File: src/rtl/gpr_pkg.sv
// Shared types, constants and helpers for the galvo position ramp.
// No dependencies; every other file imports this package.
package gpr_pkg;

   localparam int DAC_BITS      = 18;
   localparam int FRACTION_BITS = 10;
   localparam int DIST_W        = DAC_BITS + FRACTION_BITS;
   localparam int POS_W         = DAC_BITS + 1;
   localparam int SUM_W         = DAC_BITS + 2;
   localparam int CFG_W         = 16;
   localparam int DIV_W         = (DIST_W > CFG_W) ? DIST_W : CFG_W;
   localparam int CODE_W        = 4;
   localparam int FRAME_W       = 24;
   localparam int CMD_W         = 2;
   localparam int DIR_W         = 2;
   localparam int DSEL_W        = 2;
   localparam int ADDR_W        = 5;
   localparam int REG_IDX_W     = 3;
   localparam int DATA_W        = 32;

   localparam logic [CMD_W-1:0] CMD_TICK = 2'd0;
   localparam logic [CMD_W-1:0] CMD_ABS  = 2'd1;
   localparam logic [CMD_W-1:0] CMD_REL  = 2'd2;

   localparam logic [DIR_W-1:0] DIR_DEC  = 2'd0;
   localparam logic [DIR_W-1:0] DIR_INC  = 2'd1;
   localparam logic [DIR_W-1:0] DIR_JUMP = 2'd2;

   localparam logic [DSEL_W-1:0] DSEL_SPEED  = 2'd0;
   localparam logic [DSEL_W-1:0] DSEL_PERIOD = 2'd1;
   localparam logic [DSEL_W-1:0] DSEL_STEP   = 2'd2;

   localparam logic [REG_IDX_W-1:0] REG_SPEED  = 3'd0;
   localparam logic [REG_IDX_W-1:0] REG_PERIOD = 3'd1;
   localparam logic [REG_IDX_W-1:0] REG_CENTER = 3'd2;
   localparam logic [REG_IDX_W-1:0] REG_MIN    = 3'd3;
   localparam logic [REG_IDX_W-1:0] REG_MAX    = 3'd4;
   localparam logic [REG_IDX_W-1:0] REG_CODE   = 3'd5;

   localparam logic [CFG_W-1:0]    SPEED_RESET  = 16'd1024;
   localparam logic [CFG_W-1:0]    PERIOD_RESET = 16'd10;
   localparam logic [DAC_BITS-1:0] CENTER_RESET = DAC_BITS'(131072);
   localparam logic [DAC_BITS-1:0] DMIN_RESET   = '0;
   localparam logic [DAC_BITS-1:0] DAC_FULL     = '1;
   localparam logic [CODE_W-1:0]   CODE_RESET   = 4'd1;

   localparam logic [7:0] BYTE_MASK = 8'hFF;
   localparam int HI_SHIFT  = 14;
   localparam int MID_SHIFT = 6;
   localparam int LO_SHIFT  = 2;

   typedef struct packed {
      logic [CFG_W-1:0]    speed;
      logic [CFG_W-1:0]    period;
      logic [DAC_BITS-1:0] center;
      logic [DAC_BITS-1:0] dac_min;
      logic [DAC_BITS-1:0] dac_max;
      logic [CODE_W-1:0]   write_code;
   } cfg_type;

   typedef struct packed {
      logic              load_item;
      logic              load_tgt;
      logic              load_dist;
      logic              div_start;
      logic [DSEL_W-1:0] div_sel;
      logic              cap_step;
      logic              commit;
      logic              load_out;
   } ctrl_cmd_type;

   typedef struct packed {
      logic is_move;
      logic need_move;
      logic speed_zero;
      logic div_done;
      logic out_free;
   } dp_status_type;

   // DAC write frame: command nibble over the code bytes
   function automatic logic [FRAME_W-1:0] frame_of(input logic [DAC_BITS-1:0] cur,
                                                   input logic [CODE_W-1:0] code);
      logic [31:0] c;
      logic [7:0]  b2;
      logic [7:0]  b1;
      logic [7:0]  b0;
      c  = 32'(cur);
      b2 = 8'((32'(code) << 4) | (c >> HI_SHIFT)) & BYTE_MASK;
      b1 = 8'(c >> MID_SHIFT);
      b0 = 8'(c << LO_SHIFT);
      return {b2, b1, b0};
   endfunction

endpackage

File: src/rtl/gpr_csr.sv
// Configuration register file behind the APB-style port.
// Depends on gpr_pkg.
module gpr_csr import gpr_pkg::*; (
   input  logic              clock,
   input  logic              reset,
   input  logic              psel,
   input  logic              penable,
   input  logic              pwrite,
   input  logic [ADDR_W-1:0] paddr,
   input  logic [DATA_W-1:0] pwdata,
   output logic [DATA_W-1:0] prdata,
   output logic              pready,
   output cfg_type           cfg
);

   cfg_type                cfg_ff;
   cfg_type                cfg_in;
   logic [REG_IDX_W-1:0]   idx;
   logic                   wr;

   assign idx    = paddr[ADDR_W-1:2];
   assign wr     = psel & penable & pwrite;
   assign pready = 1'b1;
   assign cfg    = cfg_ff;

   always_comb begin
      cfg_in = cfg_ff;
      if (wr) begin
         unique case (idx)
            REG_SPEED:  cfg_in.speed      = pwdata[CFG_W-1:0];
            REG_PERIOD: cfg_in.period     = pwdata[CFG_W-1:0];
            REG_CENTER: cfg_in.center     = pwdata[DAC_BITS-1:0];
            REG_MIN:    cfg_in.dac_min    = pwdata[DAC_BITS-1:0];
            REG_MAX:    cfg_in.dac_max    = pwdata[DAC_BITS-1:0];
            REG_CODE:   cfg_in.write_code = pwdata[CODE_W-1:0];
            default:    cfg_in = cfg_ff;
         endcase
      end
   end

   always_comb begin
      unique case (idx)
         REG_SPEED:  prdata = DATA_W'(cfg_ff.speed);
         REG_PERIOD: prdata = DATA_W'(cfg_ff.period);
         REG_CENTER: prdata = DATA_W'(cfg_ff.center);
         REG_MIN:    prdata = DATA_W'(cfg_ff.dac_min);
         REG_MAX:    prdata = DATA_W'(cfg_ff.dac_max);
         REG_CODE:   prdata = DATA_W'(cfg_ff.write_code);
         default:    prdata = '0;
      endcase
   end

   always_ff @(posedge clock) begin
      if (reset) begin
         cfg_ff.speed      <= SPEED_RESET;
         cfg_ff.period     <= PERIOD_RESET;
         cfg_ff.center     <= CENTER_RESET;
         cfg_ff.dac_min    <= DMIN_RESET;
         cfg_ff.dac_max    <= DAC_FULL;
         cfg_ff.write_code <= CODE_RESET;
      end else begin
         cfg_ff <= cfg_in;
      end
   end

endmodule

File: src/rtl/gpr_div.sv
// Restoring divider, one quotient bit per cycle; done rises once the last quotient bit is in.
// Depends on gpr_pkg.
module gpr_div import gpr_pkg::*; (
   input  logic             clock,
   input  logic             reset,
   input  logic             start,
   input  logic [DIV_W-1:0] dividend,
   input  logic [DIV_W-1:0] divisor,
   output logic             done,
   output logic [DIV_W-1:0] quotient
);

   localparam int CNT_W = $clog2(DIV_W);
   localparam logic [CNT_W-1:0] CNT_LAST = CNT_W'(DIV_W - 1);

   logic             busy_ff, busy_in;
   logic             done_ff, done_in;
   logic [CNT_W-1:0] cnt_ff, cnt_in;
   logic [DIV_W-1:0] rem_ff, rem_in;
   logic [DIV_W-1:0] quo_ff, quo_in;
   logic [DIV_W-1:0] dvs_ff, dvs_in;
   logic [DIV_W:0]   shifted;
   logic [DIV_W:0]   trial;

   assign done     = done_ff;
   assign quotient = quo_ff;
   assign shifted  = {rem_ff, quo_ff[DIV_W-1]};
   assign trial    = shifted - {1'b0, dvs_ff};

   always_comb begin
      busy_in = busy_ff;
      done_in = 1'b0;
      cnt_in  = cnt_ff;
      rem_in  = rem_ff;
      quo_in  = quo_ff;
      dvs_in  = dvs_ff;
      if (start) begin
         busy_in = 1'b1;
         cnt_in  = '0;
         rem_in  = '0;
         quo_in  = dividend;
         dvs_in  = divisor;
      end else if (busy_ff) begin
         if (trial[DIV_W]) begin
            rem_in = shifted[DIV_W-1:0];
            quo_in = {quo_ff[DIV_W-2:0], 1'b0};
         end else begin
            rem_in = trial[DIV_W-1:0];
            quo_in = {quo_ff[DIV_W-2:0], 1'b1};
         end
         cnt_in = cnt_ff + 1'b1;
         if (cnt_ff == CNT_LAST) begin
            busy_in = 1'b0;
            done_in = 1'b1;
         end
      end
   end

   always_ff @(posedge clock) begin
      if (reset) begin
         busy_ff <= 1'b0;
         done_ff <= 1'b0;
         cnt_ff  <= '0;
      end else begin
         busy_ff <= busy_in;
         done_ff <= done_in;
         cnt_ff  <= cnt_in;
      end
      rem_ff <= rem_in;
      quo_ff <= quo_in;
      dvs_ff <= dvs_in;
   end

endmodule

File: src/rtl/gpr_dp.sv
// Datapath: item latch, target clamp, step computation, ramp state, result register.
// Depends on gpr_pkg and gpr_div.
module gpr_dp import gpr_pkg::*; (
   input  logic                       clock,
   input  logic                       reset,
   input  cfg_type                    cfg,
   input  ctrl_cmd_type               cmd,
   output dp_status_type              status,
   input  logic [CMD_W-1:0]           req_command,
   input  logic signed [POS_W-1:0]    req_position,
   output logic                       rsp_valid,
   input  logic                       rsp_ready,
   output logic [DAC_BITS-1:0]        rsp_dac_value,
   output logic [FRAME_W-1:0]         rsp_spi_frame,
   output logic                       rsp_at_target,
   output logic [DIR_W-1:0]           rsp_direction
);

   logic [CMD_W-1:0]        cmd_ff;
   logic signed [POS_W-1:0] pos_ff;
   logic [DAC_BITS-1:0]     tgt_new_ff, tgt_new_in;
   logic [DIV_W-1:0]        dist_ff, dist_in;
   logic [DIST_W-1:0]       step_new_ff;
   logic [DAC_BITS-1:0]     cur_ff, tick_next;
   logic [DAC_BITS-1:0]     target_ff;
   logic [DIST_W-1:0]       step_ff;
   logic [DIR_W-1:0]        dir_ff;
   logic                    rsp_valid_ff;
   logic [DAC_BITS-1:0]     rsp_dac_ff;
   logic [FRAME_W-1:0]      rsp_frame_ff;
   logic                    rsp_at_ff;
   logic [DIR_W-1:0]        rsp_dir_ff;

   logic signed [SUM_W-1:0] pos_ext, base_ext, sum, max_ext, min_ext, t1;
   logic [DAC_BITS-1:0]     base, d;
   logic                    is_move, need_move;
   logic [DIV_W-1:0]        dvd, dvs, quo;
   logic                    div_done;
   logic [DIST_W:0]         inc_sum;
   logic [DAC_BITS-1:0]     dec_val;

   assign is_move   = (cmd_ff == CMD_ABS) || (cmd_ff == CMD_REL);
   assign need_move = cur_ff != tgt_new_ff;

   assign status.is_move    = is_move;
   assign status.need_move  = need_move;
   assign status.speed_zero = cfg.speed == '0;
   assign status.div_done   = div_done;
   assign status.out_free   = !rsp_valid_ff || rsp_ready;

   // new target, clamped against the limits then the code range
   always_comb begin
      base     = (cmd_ff == CMD_ABS) ? cfg.center : cur_ff;
      pos_ext  = SUM_W'(pos_ff);
      base_ext = signed'({2'b00, base});
      max_ext  = signed'({2'b00, cfg.dac_max});
      min_ext  = signed'({2'b00, cfg.dac_min});
      sum      = pos_ext + base_ext;
      if (sum > max_ext) begin
         t1 = max_ext;
      end else if (sum < min_ext) begin
         t1 = min_ext;
      end else begin
         t1 = sum;
      end
      if (t1 < 0) begin
         tgt_new_in = '0;
      end else if (t1 > signed'({2'b00, DAC_FULL})) begin
         tgt_new_in = DAC_FULL;
      end else begin
         tgt_new_in = DAC_BITS'(t1);
      end
   end

   always_comb begin
      d       = (cur_ff > tgt_new_ff) ? (cur_ff - tgt_new_ff) : (tgt_new_ff - cur_ff);
      dist_in = DIV_W'(d) << FRACTION_BITS;
   end

   // the first divide starts in the cycle that loads the distance
   always_comb begin
      case (cmd.div_sel)
         DSEL_SPEED: begin
            dvd = dist_in;
            dvs = DIV_W'(cfg.speed);
         end
         DSEL_PERIOD: begin
            dvd = quo;
            dvs = (cfg.period == '0) ? DIV_W'(1) : DIV_W'(cfg.period);
         end
         DSEL_STEP: begin
            dvd = dist_ff;
            dvs = (quo == '0) ? DIV_W'(1) : quo;
         end
         default: begin
            dvd = dist_ff;
            dvs = DIV_W'(1);
         end
      endcase
   end

   gpr_div u_div (
      .clock    (clock),
      .reset    (reset),
      .start    (cmd.div_start),
      .dividend (dvd),
      .divisor  (dvs),
      .done     (div_done),
      .quotient (quo)
   );

   // one tick of the ramp
   always_comb begin
      inc_sum = (DIST_W+1)'(cur_ff) + (DIST_W+1)'(step_ff);
      dec_val = (step_ff >= DIST_W'(cur_ff)) ? '0 : (cur_ff - DAC_BITS'(step_ff));
      case (dir_ff)
         DIR_DEC:  tick_next = (dec_val < target_ff) ? target_ff : dec_val;
         DIR_INC:  tick_next = (inc_sum > (DIST_W+1)'(target_ff)) ? target_ff
                                                                  : DAC_BITS'(inc_sum);
         DIR_JUMP: tick_next = target_ff;
         default:  tick_next = cur_ff;
      endcase
   end

   always_ff @(posedge clock) begin
      if (cmd.load_item) begin
         cmd_ff <= req_command;
         pos_ff <= req_position;
      end
      if (cmd.load_tgt) begin
         tgt_new_ff <= tgt_new_in;
      end
      if (cmd.load_dist) begin
         dist_ff     <= dist_in;
         step_new_ff <= '0;
      end else if (cmd.cap_step) begin
         step_new_ff <= DIST_W'(quo);
      end
      if (cmd.load_out) begin
         rsp_dac_ff   <= cur_ff;
         rsp_frame_ff <= (cmd_ff == CMD_TICK) ? frame_of(cur_ff, cfg.write_code) : '0;
         rsp_at_ff    <= cur_ff == target_ff;
         rsp_dir_ff   <= dir_ff;
      end
   end

   always_ff @(posedge clock) begin
      if (reset) begin
         cur_ff       <= '0;
         target_ff    <= CENTER_RESET;
         step_ff      <= '0;
         dir_ff       <= DIR_JUMP;
         rsp_valid_ff <= 1'b0;
      end else begin
         if (cmd.commit) begin
            if (cmd_ff == CMD_TICK) begin
               cur_ff <= tick_next;
            end else if (is_move) begin
               target_ff <= tgt_new_ff;
               if (need_move) begin
                  dir_ff  <= (cur_ff < tgt_new_ff) ? DIR_INC : DIR_DEC;
                  step_ff <= step_new_ff;
               end
            end
         end
         if (cmd.load_out) begin
            rsp_valid_ff <= 1'b1;
         end else if (rsp_ready) begin
            rsp_valid_ff <= 1'b0;
         end
      end
   end

   assign rsp_valid     = rsp_valid_ff;
   assign rsp_dac_value = rsp_dac_ff;
   assign rsp_spi_frame = rsp_frame_ff;
   assign rsp_at_target = rsp_at_ff;
   assign rsp_direction = rsp_dir_ff;

endmodule

File: src/rtl/gpr_ctrl.sv
// Controller state machine: sequences target clamp, three divides, commit and result.
// Depends on gpr_pkg.
module gpr_ctrl import gpr_pkg::*; (
   input  logic          clock,
   input  logic          reset,
   input  logic          req_valid,
   output logic          req_ready,
   input  dp_status_type status,
   output ctrl_cmd_type  cmd
);

   localparam logic [2:0] S_IDLE   = 3'd0;
   localparam logic [2:0] S_TGT    = 3'd1;
   localparam logic [2:0] S_DIST   = 3'd2;
   localparam logic [2:0] S_DIV1   = 3'd3;
   localparam logic [2:0] S_DIV2   = 3'd4;
   localparam logic [2:0] S_DIV3   = 3'd5;
   localparam logic [2:0] S_COMMIT = 3'd6;
   localparam logic [2:0] S_OUT    = 3'd7;

   logic [2:0] state_ff, state_in;

   assign req_ready = state_ff == S_IDLE;

   always_comb begin
      state_in = state_ff;
      cmd      = '0;
      unique case (state_ff)
         S_IDLE: begin
            if (req_valid) begin
               cmd.load_item = 1'b1;
               state_in      = S_TGT;
            end
         end
         S_TGT: begin
            if (status.is_move) begin
               cmd.load_tgt = 1'b1;
               state_in     = S_DIST;
            end else begin
               state_in = S_COMMIT;
            end
         end
         S_DIST: begin
            cmd.load_dist = 1'b1;
            if (status.need_move && !status.speed_zero) begin
               cmd.div_start = 1'b1;
               cmd.div_sel   = DSEL_SPEED;
               state_in      = S_DIV1;
            end else begin
               state_in = S_COMMIT;
            end
         end
         S_DIV1: begin
            cmd.div_sel = DSEL_PERIOD;
            if (status.div_done) begin
               cmd.div_start = 1'b1;
               state_in      = S_DIV2;
            end
         end
         S_DIV2: begin
            cmd.div_sel = DSEL_STEP;
            if (status.div_done) begin
               cmd.div_start = 1'b1;
               state_in      = S_DIV3;
            end
         end
         S_DIV3: begin
            if (status.div_done) begin
               cmd.cap_step = 1'b1;
               state_in     = S_COMMIT;
            end
         end
         S_COMMIT: begin
            cmd.commit = 1'b1;
            state_in   = S_OUT;
         end
         S_OUT: begin
            if (status.out_free) begin
               cmd.load_out = 1'b1;
               state_in     = S_IDLE;
            end
         end
         default: state_in = S_IDLE;
      endcase
   end

   always_ff @(posedge clock) begin
      if (reset) begin
         state_ff <= S_IDLE;
      end else begin
         state_ff <= state_in;
      end
   end

endmodule

File: src/rtl/galvo_position_ramp.sv
// Galvo DAC setpoint ramp, one item at a time. From accept to result valid, a tick or
// ignored code passes the target, commit and output states; a move also loads the distance
// and, unless already there or speed is zero, runs three divides through one bit-serial divider.
// A new word is taken the cycle after the result is loaded; loading the result waits
// in the output state while a previous result waits on rsp_ready.
// Synchronous reset: registers to their reset values, ramp at code 0, jump mode.
module galvo_position_ramp import gpr_pkg::*; (
   input  logic                    clock,
   input  logic                    reset,
   input  logic                    req_valid,
   output logic                    req_ready,
   input  logic [CMD_W-1:0]        req_command,
   input  logic signed [POS_W-1:0] req_position,
   output logic                    rsp_valid,
   input  logic                    rsp_ready,
   output logic [DAC_BITS-1:0]     rsp_dac_value,
   output logic [FRAME_W-1:0]      rsp_spi_frame,
   output logic                    rsp_at_target,
   output logic [DIR_W-1:0]        rsp_direction,
   input  logic                    psel,
   input  logic                    penable,
   input  logic                    pwrite,
   input  logic [ADDR_W-1:0]       paddr,
   input  logic [DATA_W-1:0]       pwdata,
   output logic [DATA_W-1:0]       prdata,
   output logic                    pready
);

   cfg_type       cfg;
   ctrl_cmd_type  cmd;
   dp_status_type status;

   gpr_csr u_csr (
      .clock   (clock),
      .reset   (reset),
      .psel    (psel),
      .penable (penable),
      .pwrite  (pwrite),
      .paddr   (paddr),
      .pwdata  (pwdata),
      .prdata  (prdata),
      .pready  (pready),
      .cfg     (cfg)
   );

   gpr_ctrl u_ctrl (
      .clock     (clock),
      .reset     (reset),
      .req_valid (req_valid),
      .req_ready (req_ready),
      .status    (status),
      .cmd       (cmd)
   );

   gpr_dp u_dp (
      .clock         (clock),
      .reset         (reset),
      .cfg           (cfg),
      .cmd           (cmd),
      .status        (status),
      .req_command   (req_command),
      .req_position  (req_position),
      .rsp_valid     (rsp_valid),
      .rsp_ready     (rsp_ready),
      .rsp_dac_value (rsp_dac_value),
      .rsp_spi_frame (rsp_spi_frame),
      .rsp_at_target (rsp_at_target),
      .rsp_direction (rsp_direction)
   );

endmodule

File: config.mk
export PLATFORM = sky130hd
export DESIGN_NAME = galvo_position_ramp
export DESIGN_NICKNAME = d
export VERILOG_FILES = /design/src/rtl/gpr_pkg.sv /design/src/rtl/gpr_csr.sv /design/src/rtl/gpr_div.sv /design/src/rtl/gpr_dp.sv /design/src/rtl/gpr_ctrl.sv /design/src/rtl/galvo_position_ramp.sv
export SDC_FILE = /design/constraint.sdc
export NUM_CORES = 1
export LEC_CHECK = 0
export ABC_CLOCK_PERIOD_IN_PS = 5250
export BUFFER_PORTS_ARGS = -buffer_cell sky130_fd_sc_hd__buf_4
export CAP_MARGIN = 25
export CORE_MARGIN = 2
export CORE_UTILIZATION = 45
export DETAILED_ROUTE_END_ITERATION = 7
export GPL_ROUTABILITY_DRIVEN = 0
export PLACE_DENSITY = 0.65
export SYNTH_ARGS = -nofsm -noshare
export SYNTH_HDL_FRONTEND = slang
export SYNTH_SLANG_ARGS = --single-unit
File: constraint.sdc
create_clock -name clock -period 5.25 [get_ports clock]
set_input_delay 1.575 -clock clock [delete_from_list [all_inputs] [get_ports clock]]
set_output_delay 1.575 -clock clock [all_outputs]
set_load 0.02 [all_outputs]
==> metrics.csv, run 1 <==
stage,metric,value,unit
worst_setup_path,cp_max_fo,5,
global_routing,antenna_found_initial,3,
pwr,cellLeakagePower,11.9,nW
drt,wl,78.7,mm
floorplan,core_area,53900,um^2
cells_and_area,synthToLayoutAreaGrowth,17.3,%
drt,vias,22300,
timing,finalCritPeriodShare,101,%
global_routing,gr-usage-all-layers,27.3,%
placed_design,place.port_buffers,111,
pwr,p_seq_share,34.6,%
timing,relSlewSlack,24.7,%
floorplan,fp.dieH,238,um
global_routing,grt_max_degree,87,
timing,setup_viol,6,
pwr,power_density,402,nW/um^2
run,drv_cap,0,
pwr,power.internal,7.26,mW
clock_tree,cts_tree,done,
timing,rsz0062_at_grt,true,
worst_setup_path,worstRegToRegCells,23,
yosys,synth_flop_cell,dfxtp_1,
yosys,syn_inst,2920,
drt,vias_per_cell,5.89,
clock_tree,cts_sinks,379,
yosys,yosysTopAreaCell,edfxtp_1,
clock_tree,clk_path_buf_depth,3,
pwr,p_sw,4.32,mW
worst_setup_path,worstPathArrival,5670,ps
placed_design,dp_hpwl,58.5,mm
outcome,violations,setup timing,
timing,hold_viol_final,0,
yosys,yosysWarnings,0,
global_routing,grt_pass1_vias,21200,
drt,first_pass_iters,6,
drt,drtIter0Drc,2202,
timing,drv_slew,0,
cells_and_area,nets,3349,
drt,routedWlPerCell,20.7,um
clock_tree,numCtsBuffers,43,
cells_and_area,layout-drive-gt1-share,14.1,%
drt,drc,0,
pwr,pwr-share-clk,27.3,%
pwr,p_comb_share,38.2,%
cells_and_area,utilization,53.5,%
drt,antenna_left,0,
clock_tree,hold_buffers,0,
hold_path,hp-class,flop to flop,
worst_setup_path,critPathKind,flop to flop,
floorplan,rows,85,
floorplan,boundaryPins,145,
yosys,yosys-top-cells-area,"edfxtp_1 (19%), dfxtp_1 (18%), ha_1 (11%)",
yosys,synth_top_area_share,19.1,%
placed_design,pre_cts_ws,-303,ps
worst_setup_path,cp-start-kind,flop,
timing,fmax,188,MHz
yosys,synth-edff-count,156,
timing,min_period,5310,ps
yosys,yosysUniqueCellTypes,92,
timing,worst_pin_slew,1130,ps
worst_setup_path,critical_path.endpoint_type,flop,
timing,finalWorstSetupSlack,-56.3,ps
timing,finalClockSkew,42.4,ps
yosys,ys_seq_elements,379,
clock_tree,h-tree-depth,2,
worst_setup_path,crit_required,5610,ps
pwr,p_sw_share,37.3,%
pwr,worst_ir_drop_vdd,293,uV
global_routing,grt_pass1_wl,121,mm
clock_tree,clkTransAtPathRegs,60,ps
yosys,synth_area_per_cell,8.42,um^2
clock_tree,cts-root-buf,clkbuf_16,
floorplan,dieArea,56500,um^2
yosys,async_flop_share,0,%
floorplan,start_util,45.6,%
clock_tree,insertion_delay,610,ps
global_routing,gr-total-overflow,0,
hold_path,holdPathStages,2,
yosys,yosysSeqAreaShare,37.2,%
outcome,status,"complete, but fails checks",
yosys,netlist_area,24600,um^2
floorplan,chipWidth,238,um
[what timing repair did]
action | 4_1_cts | 5_1_grt
buffers inserted | 9 | 9
endpoints found under the setup margin | 19 | 36
gates cloned | 3 | 0
resized for setup | 42 | 64
pin swaps | 31 | 40
[synthesized netlist by cell type (15+ instances only)]
| master | count |
|---|---|
| ha_1 | 215 |
| a22oi_1 | 36 |
| edfxtp_1 | 156 |
| nor2_1 | 177 |
| dfxtp_1 | 223 |
| a211o_1 | 37 |
| nand2b_1 | 24 |
| xnor2_1 | 59 |
| a31oi_1 | 30 |
| nor3_1 | 39 |
| o22ai_1 | 15 |
| mux2i_1 | 55 |
| o21bai_1 | 15 |
| or3_1 | 15 |
| a21o_1 | 50 |
| a21oi_1 | 312 |
| nand4_1 | 26 |
| and2_1 | 46 |
| nor2b_1 | 40 |
| inv_1 | 191 |
| xor2_1 | 43 |
| buf_2 | 20 |
| buf_4 | 18 |
| a211oi_1 | 24 |
| nand2_1 | 462 |
| nand3_1 | 35 |
| o21a_1 | 22 |
| o211ai_1 | 19 |
| nor4_1 | 25 |
| o21ai_0 | 187 |
| clkbuf_1 | 121 |
| and3_1 | 21 |
[critical path, cell delays in order, from the launching register on]
cell and delay [ps]:
edfxtp_1 440, ha_4 230, o21ai_4 160, ha_4 230, a211oi_4 280, nor2_4 80, o31ai_4 210, a221oi_2 100
o41a_1 400, a2111oi_4 330, o21bai_4 190, xnor2_2 140, ha_1 280, nand2_1 90, nor2_2 50, o211ai_1 80
a21o_1 120, nand3_2 60, a21o_1 200, a2111oi_4 400, ha_4 290, buf_12 150, o31a_1 270, mux2_4 260
[state kept, by name, indices dropped and copies added (netlist names), 19 cells and up]
signal               cells
u_dp.rsp_spi_frame      22
u_dp.pos_ff             19
u_csr.cfg               90
u_dp.u_div.quotient     28
u_dp.step_ff            28
u_dp.u_div.dvs_ff       28
u_dp.step_new_ff        28
u_dp.u_div.rem_ff       28
[metrics by stage]
stage	cell area, um^2	std cells	hold slack, ps	TNS [ps]	power [mW]
2_1_floorplan	24700	2935	432	-16.9	6.92
3_3_place_gp	26600	3690	448	-2390	7.98
3_5_place_dp	26600	3690	452	-4080	8.10
4_1_cts	28400	3780	459	-1650	11.5
5_1_grt	28800	3793	480	-3590	12.2
6_report	28800	3794	459	-246	11.6
[path summary, 6_finish.rpt]
path / start / end / slack (ps)
worst min register to register: u_dp.step_new_ff[15] / u_dp.step_new_ff[15] / 460
worst max-delay path: u_dp.cmd_ff[0] / u_dp.tgt_new_ff[7] / -60
worst min-delay path: u_dp.step_new_ff[15] / u_dp.step_new_ff[15] / 460
worst max register to register: u_dp.cmd_ff[0] / u_dp.tgt_new_ff[7] / -60
[cell usage in the layout, fill, tap and decap left out, types with 156 or more instances in the layout]
cell type / synthesis / final
dfxtp_1: 223 / 220
inv_1: 191 / 188
ha_1: 215 / 208
buf_4: 18 / 238
edfxtp_1: 156 / 156
nor2_1: 177 / 172
o21ai_0: 187 / 174
a21oi_1: 312 / 297
nand2_1: 462 / 458
[cell type report]
type / instances / area (um^2)
Timing Repair Buffer: 254 / 2060
Clock inverter: 14 / 191
Antenna cell: 1 / 2.50
Fill cell: 4798 / 25100
Tap cell: 696 / 871
Inverter: 191 / 717
Multi-Input combinational cell: 2194 / 14500
Sequential cell: 379 / 9150
Clock buffer: 65 / 1300
[kinds of logic (layout without fill, tap and decap cells)]
| kind of cell | after synthesis | after routing | share of synthesized area [%] |
|---|---|---|---|
| xor gates and xnor gates | 103 | 103 | 3.70 |
| buffers and inverters | 362 | 524 | 5.97 |
| and+or+nand+nor | 943 | 943 | 17.4 |
| muxes | 65 | 65 | 2.70 |
| AOI/OAI and AO/OA | 845 | 845 | 21.5 |
| other | 2 | 18 | 0.0305 |
| adders and majority gates | 221 | 221 | 11.4 |
| DFF | 379 | 379 | 37.2 |
[power by group through the flow]
stage	clock [mW]	sequential [mW]	combinational, mW
finish	3.16	4.01	4.42
global route	3.32	4.04	4.86
CTS	3.21	4.02	4.25
detailed placement	0	4.08	4.02
global placement	0	4.07	3.91
floorplan	0	3.88	3.05
[per-layer routing]
layer	track usage, %	up-vias	part of all wire (%)
li1	-	10600	-
met1	34.5	10600	41
met2	45.3	967	46
met3	4.04	200	7.4
met4	14.1	2	5.2
met5	0	-	0.017
(Power assumes the default switching activity.)
==> inputs of run 2 (changes only) <==
CELL_PAD_IN_SITES_DETAIL_PLACEMENT = 2   (was default)
CELL_PAD_IN_SITES_GLOBAL_PLACEMENT = 2   (was default)
CORE_UTILIZATION = 35   (was 45)
PLACE_DENSITY = 0.79   (was 0.65)
==> metrics.csv, run 2 (synthesized netlist as in run 1, its figures left out) <==
stage,metric,value,unit
hold_path,holdPathStages,2,
drt,antenna_left,0,
hold_path,holdPathEnd,u_dp.step_new_ff[25],
run,drv_cap,0,
drt,routedWlPerCell,28.5,um
timing,setup_viol,19,
cells_and_area,nets,3436,
timing,fin_setup_tns,-13560,ps
worst_setup_path,crit_path_start,u_dp.cmd_ff[0],
timing,rsz0062_at_grt,true,
timing,fmax,164,MHz
clock_tree,numCtsBuffers,47,
floorplan,chipWidth,269,um
pwr,worst_ir_drop_vdd,317,uV
worst_setup_path,critPathKind,flop to flop,
clock_tree,hold_buffers,0,
drt,drtIter0Drc,1757,
clock_tree,cts-root-buf,clkbuf_16,
timing,finalClockSkew,78.6,ps
cells_and_area,final_common_cell,nand2_1,
floorplan,dieArea,72400,um^2
timing,finalWorstSetupSlack,-839,ps
worst_setup_path,cp-start-kind,flop,
clock_tree,clk_path_buf_depth,3,
drt,vias_per_cell,5.95,
drt,wl,118,mm
placed_design,dpl_cell_area,27400,um^2
global_routing,grt_pass1_vias,26400,
timing,min_period,6090,ps
worst_setup_path,ff2ff_setup_slack,-840,ps
pwr,cellLeakagePower,12.5,nW
clock_tree,cts_tree,done,
hold_path,hold_start,u_dp.step_new_ff[25],
pwr,p_sw,5.19,mW
floorplan,boundaryPins,145,
drt,first_pass_iters,5,
worst_setup_path,worstPathArrival,6490,ps
timing,drv_slew,0,
placed_design,dp_hpwl,78.7,mm
drt,vias,24600,
floorplan,fp.dieH,269,um
worst_setup_path,critical_path.endpoint_type,flop,
clock_tree,insertion_delay,670,ps
outcome,violations,setup timing,
pwr,power_density,425,nW/um^2
cells_and_area,largest_register_ffs,90,
worst_setup_path,cp_max_fo,11,
timing,hold_viol_final,0,
pwr,pwr-share-clk,28.7,%
outcome,status,"complete, but fails checks",
clock_tree,h-tree-depth,2,
global_routing,gr-total-overflow,0,
clock_tree,cts_sinks,379,
pwr,p_comb_share,39.9,%
cells_and_area,final_cell_mix,"nand2_1 (458), buf_4 (316), a21oi_1 (288), dfxtp_1 (214), ha_1 (203)",
floorplan,start_util,35.2,%
clock_tree,clkTransAtPathRegs,70,ps
worst_setup_path,worstRegToRegCells,24,
cells_and_area,synthToLayoutAreaGrowth,23.7,%
worst_setup_path,rr_startpoint,u_dp.cmd_ff[0],
drt,drc,0,
worst_setup_path,rr_endpoint,u_dp.tgt_new_ff[8],
timing,relSlewSlack,33.0,%
timing,finalCritPeriodShare,116,%
cells_and_area,layout-drive-gt1-share,17.9,%
pwr,power.internal,7.73,mW
hold_path,hp-class,flop to flop,
global_routing,grt_max_degree,66,
worst_setup_path,crit_required,5650,ps
timing,worst_pin_slew,1010,ps
global_routing,grt_pass1_wl,166,mm
pwr,p_sw_share,40.2,%
cells_and_area,design_area,30400,um^2
floorplan,core_area,69800,um^2
placed_design,place.port_buffers,111,
global_routing,gr-usage-all-layers,30.4,%
global_routing,antenna_found_initial,6,
pwr,p_seq_share,31.3,%
floorplan,rows,97,
run 2: cell types whose count changed in the layout (fill, tap and decap cells not counted), sizes merged:
cell    before  now
clkbuf      65   61
inv        196  192
clkinv       6   19
diode        1    3
buf        253  334
bufinv       2    7
a21oi      314  315
run 2: timing repair:
action,4_1_cts,5_1_grt
endpoints found under the hold margin,0,0
cloned,2,2
endpoints found under the setup margin,36,36
setup buffers,18,17
gates resized for setup,104,78
pin swaps,44,55
run 2: layout make-up:
cell class	count	area, um^2
clock buffers	60	1350
well taps	940	1180
inverters	191	719
flip-flops and latches	379	9170
multi-input cells	2195	14900
fillers	7511	39400
repair buffers	336	2740
diodes	3	7.51
clock inverters	28	368
run 2: power groups by stage:
stage	registers, mW	clock network, mW	logic, mW
4_1_cts	4.06	3.70	4.71
2_1_floorplan	3.88	0	3.05
3_5_place_dp	4.11	0	4.36
5_1_grt	4.08	3.84	5.54
3_3_place_gp	4.08	0	4.05
6_report	4.05	3.71	5.16
run 2: critical path: stages (launching register included):
cell       delay, ps
edfxtp_1         480
ha_4             260
buf_4            200
nand2_1          100
o21ai_1          120
ha_1             300
nor3_1           430
a221oi_2         130
o41a_1           420
a2111oi_4        340
o21bai_4         200
xnor2_2          180
ha_1             310
nand2_1          100
nor2_2            60
o211ai_1         180
a21o_1           170
nand3_2          100
a21o_1           230
a2111oi_4        430
ha_4             300
buf_12           160
buf_16           160
o31ai_4          320
mux2i_1          130
run 2: through the flow:
step | total power [mW] | util [%] | hold WS, ps | setup WS, ps | cells
after global placement | 8.12 | 39.3 | 452 | -238 | 3999
final | 12.9 | 43.6 | 464 | -839 | 4132
after CTS | 12.5 | 42.7 | 467 | -421 | 4107
after global routing | 13.5 | 43.6 | 489 | -964 | 4129
after floorplan | 6.92 | - | 432 | -16.9 | 2935
after detailed placement | 8.47 | 39.3 | 458 | -711 | 4000
run 2: worst max path at each step:
stage                          end  slack (ps)  cells past startpoint
2_1_floorplan   u_dp.tgt_new_ff[4]         -20                     30
3_3_place_gp    u_dp.tgt_new_ff[7]        -240                     23
3_5_place_dp    u_dp.tgt_new_ff[8]        -710                     24
4_1_cts        u_dp.tgt_new_ff[15]        -420                     25
5_1_grt         u_dp.tgt_new_ff[4]        -960                     25
6_report        u_dp.tgt_new_ff[8]        -840                     24
run 2: per-layer routing:
layer,global-route usage (%),wire [um],vias to the layer above,part of all wire [%]
met3,3.54,6040,386,5.1
met5,0,0,-,0
met2,53.2,57500,959,49
li1,-,-,10800,-
met4,18.5,8140,0,6.9
met1,35.5,46000,12500,39
==> inputs of run 3 (changes only) <==
ABC_CLOCK_PERIOD_IN_PS = 6600   (was 5250)
CORE_UTILIZATION = 38   (was 35)
PLACE_DENSITY = 0.82   (was 0.79)
clock period = 6.6 ns   (was 5.25 ns; I/O delays follow)
==> metrics.csv, run 3 (synthesized netlist as in run 1, its figures left out) <==
stage,metric,value,unit
outcome,status,"finished, final reports clean",
drt,vias_per_cell,5.93,
worst_setup_path,ff2ff_setup_slack,200,ps
drt,first_pass_iters,5,
worst_setup_path,critPathKind,flop to flop,
timing,worst_pin_slew,1010,ps
hold_path,holdPathEnd,u_dp.step_new_ff[15],
clock_tree,numCtsBuffers,46,
global_routing,antenna_found_initial,4,
timing,setup_viol,0,
pwr,worst_ir_drop_vdd,233,uV
cells_and_area,final_cell_mix,"nand2_1 (462), a21oi_1 (311), dfxtp_1 (222), ha_1 (213), inv_1 (190)",
global_routing,gr-total-overflow,0,
drt,drc,0,
global_routing,grt_pass1_vias,24800,
timing,hold_viol_final,0,
timing,finalClockSkew,41.1,ps
cells_and_area,synthToLayoutAreaGrowth,14.0,%
floorplan,rows,93,
placed_design,place.port_buffers,111,
drt,routedWlPerCell,25.8,um
placed_design,pre_cts_ws,291,ps
worst_setup_path,rr_startpoint,u_dp.cur_ff[0],
clock_tree,ctsResizeCount,0,
cells_and_area,final_common_cell,nand2_1,
global_routing,grt_pass1_wl,152,mm
clock_tree,h-tree-depth,2,
worst_setup_path,cp-start-kind,flop,
drt,wl,99.8,mm
floorplan,fp.dieH,258,um
cells_and_area,layout-drive-gt1-share,9.73,%
floorplan,core_area,64200,um^2
timing,fmax,156,MHz
floorplan,start_util,38.3,%
timing,relSlewSlack,32.9,%
clock_tree,clk_path_buf_depth,3,
timing,min_period,6400,ps
worst_setup_path,crit_path_start,u_dp.cur_ff[0],
clock_tree,hold_buffers,0,
drt,drtIter0Drc,1333,
worst_setup_path,worstRegToRegCells,24,
global_routing,gr-usage-all-layers,29.5,%
timing,finalWorstSetupSlack,197,ps
hold_path,holdPathStages,2,
pwr,power_density,341,nW/um^2
clock_tree,clkTransAtPathRegs,60,ps
floorplan,boundaryPins,145,
cells_and_area,nets,3258,
timing,drv_slew,0,
clock_tree,insertion_delay,630,ps
worst_setup_path,worstPathArrival,6690,ps
floorplan,chipWidth,258,um
clock_tree,post_cts_buffers,0,
pwr,power,9.54,mW
timing,finalCritPeriodShare,97.0,%
placed_design,dp_hpwl,72.6,mm
hold_path,hold_start,u_dp.step_new_ff[15],
worst_setup_path,critical_path.endpoint_type,flop,
clock_tree,cts-root-buf,clkbuf_16,
worst_setup_path,cp_max_fo,35,
clock_tree,cts_tree,done,
worst_setup_path,rr_endpoint,u_dp.tgt_new_ff[12],
run,drv_cap,0,
global_routing,grt_max_degree,72,
pwr,cellLeakagePower,11.4,nW
clock_tree,cts_sinks,379,
hold_path,hp-class,flop to flop,
floorplan,dieArea,66800,um^2
cells_and_area,largest_register_ffs,90,
drt,antenna_left,0,
drt,vias,22900,
worst_setup_path,crit_required,6890,ps
-- run 3: cell count changes in the layout (fill, tap and decap cells not counted), moves of 7 or more --
cell | before | now
o31ai_1 | 0 | 12
dfxtp_1 | 214 | 222
clkinv_1 | 7 | 0
clkbuf_8 | 2 | 13
a21oi_4 | 14 | 1
o31ai_2 | 7 | 0
a21oi_1 | 288 | 311
ha_4 | 8 | 0
ha_1 | 203 | 213
a21oi_2 | 13 | 2
o21ai_0 | 170 | 186
o21ai_2 | 9 | 1
buf_4 | 316 | 152
-- run 3: metrics by stage --
stage          TNS (ps)  cells  hold WS [ps]  utilization (%)  area, um^2
2_1_floorplan         0   2935           432                -       24600
3_5_place_dp          0   3775           456             40.9       26200
3_3_place_gp          0   3772           450             40.8       26200
5_1_grt           -6.76   3865           485             43.6       28000
4_1_cts               0   3861           465             43.5       27900
6_report              0   3867           462             43.6       28000
-- run 3: how the worst max path moves through the flow --
stage / to / cells after the start / slack (ps)
after floorplan: u_dp.tgt_new_ff[4] / 30 / 840
after global placement: u_dp.tgt_new_ff[13] / 26 / 730
after detailed placement: u_dp.tgt_new_ff[17] / 23 / 290
after CTS: u_dp.tgt_new_ff[13] / 26 / 90
after global routing: u_dp.tgt_new_ff[12] / 24 / -7
final: u_dp.tgt_new_ff[12] / 24 / 200
-- run 3: where the power goes --
group / leakage [nW] / internal [mW] / switching, mW / total, mW
registers: 3.22 / 2.89 / 0.323 / 3.21
logic: 7.34 / 1.26 / 2.25 / 3.51
clock network: 0.827 / 1.66 / 1.16 / 2.81
total: 11.4 / 5.81 / 3.73 / 9.54
-- run 3: layout make-up --
type	instances	area, um^2
Antenna cell	2	5.00
Clock buffer	67	1410
Clock inverter	19	275
Fill cell	7066	36200
Inverter	191	717
Multi-Input combinational cell	2194	14100
Sequential cell	379	9150
Tap cell	855	1070
Timing Repair Buffer	160	1300
-- run 3: critical path, stage by stage (launching register included) --
cell and delay, ps:
dfxtp_1 560, inv_1 240, o21ai_0 230, ha_1 250, inv_1 80, fa_1 420, nor2b_1 190, o31a_1 220
o21ai_1 110, a21oi_1 180, a21o_1 150, a21oi_1 90, xnor2_2 300, ha_1 320, a21o_1 200, a21oi_1 170
nor2b_1 80, o21ai_0 280, nand3_1 180, a21o_1 210, a2111oi_0 460, ha_2 390, buf_12 170, o31ai_1 390
mux2i_1 190
-- run 3: routing by layer --
layer,routed length (um),GRT usage [%],up-vias
met5,7,0,-
met4,4830,13.3,2
met3,3750,2.86,217
met2,49200,51.7,581
met1,42100,36.5,11700
li1,-,-,10400
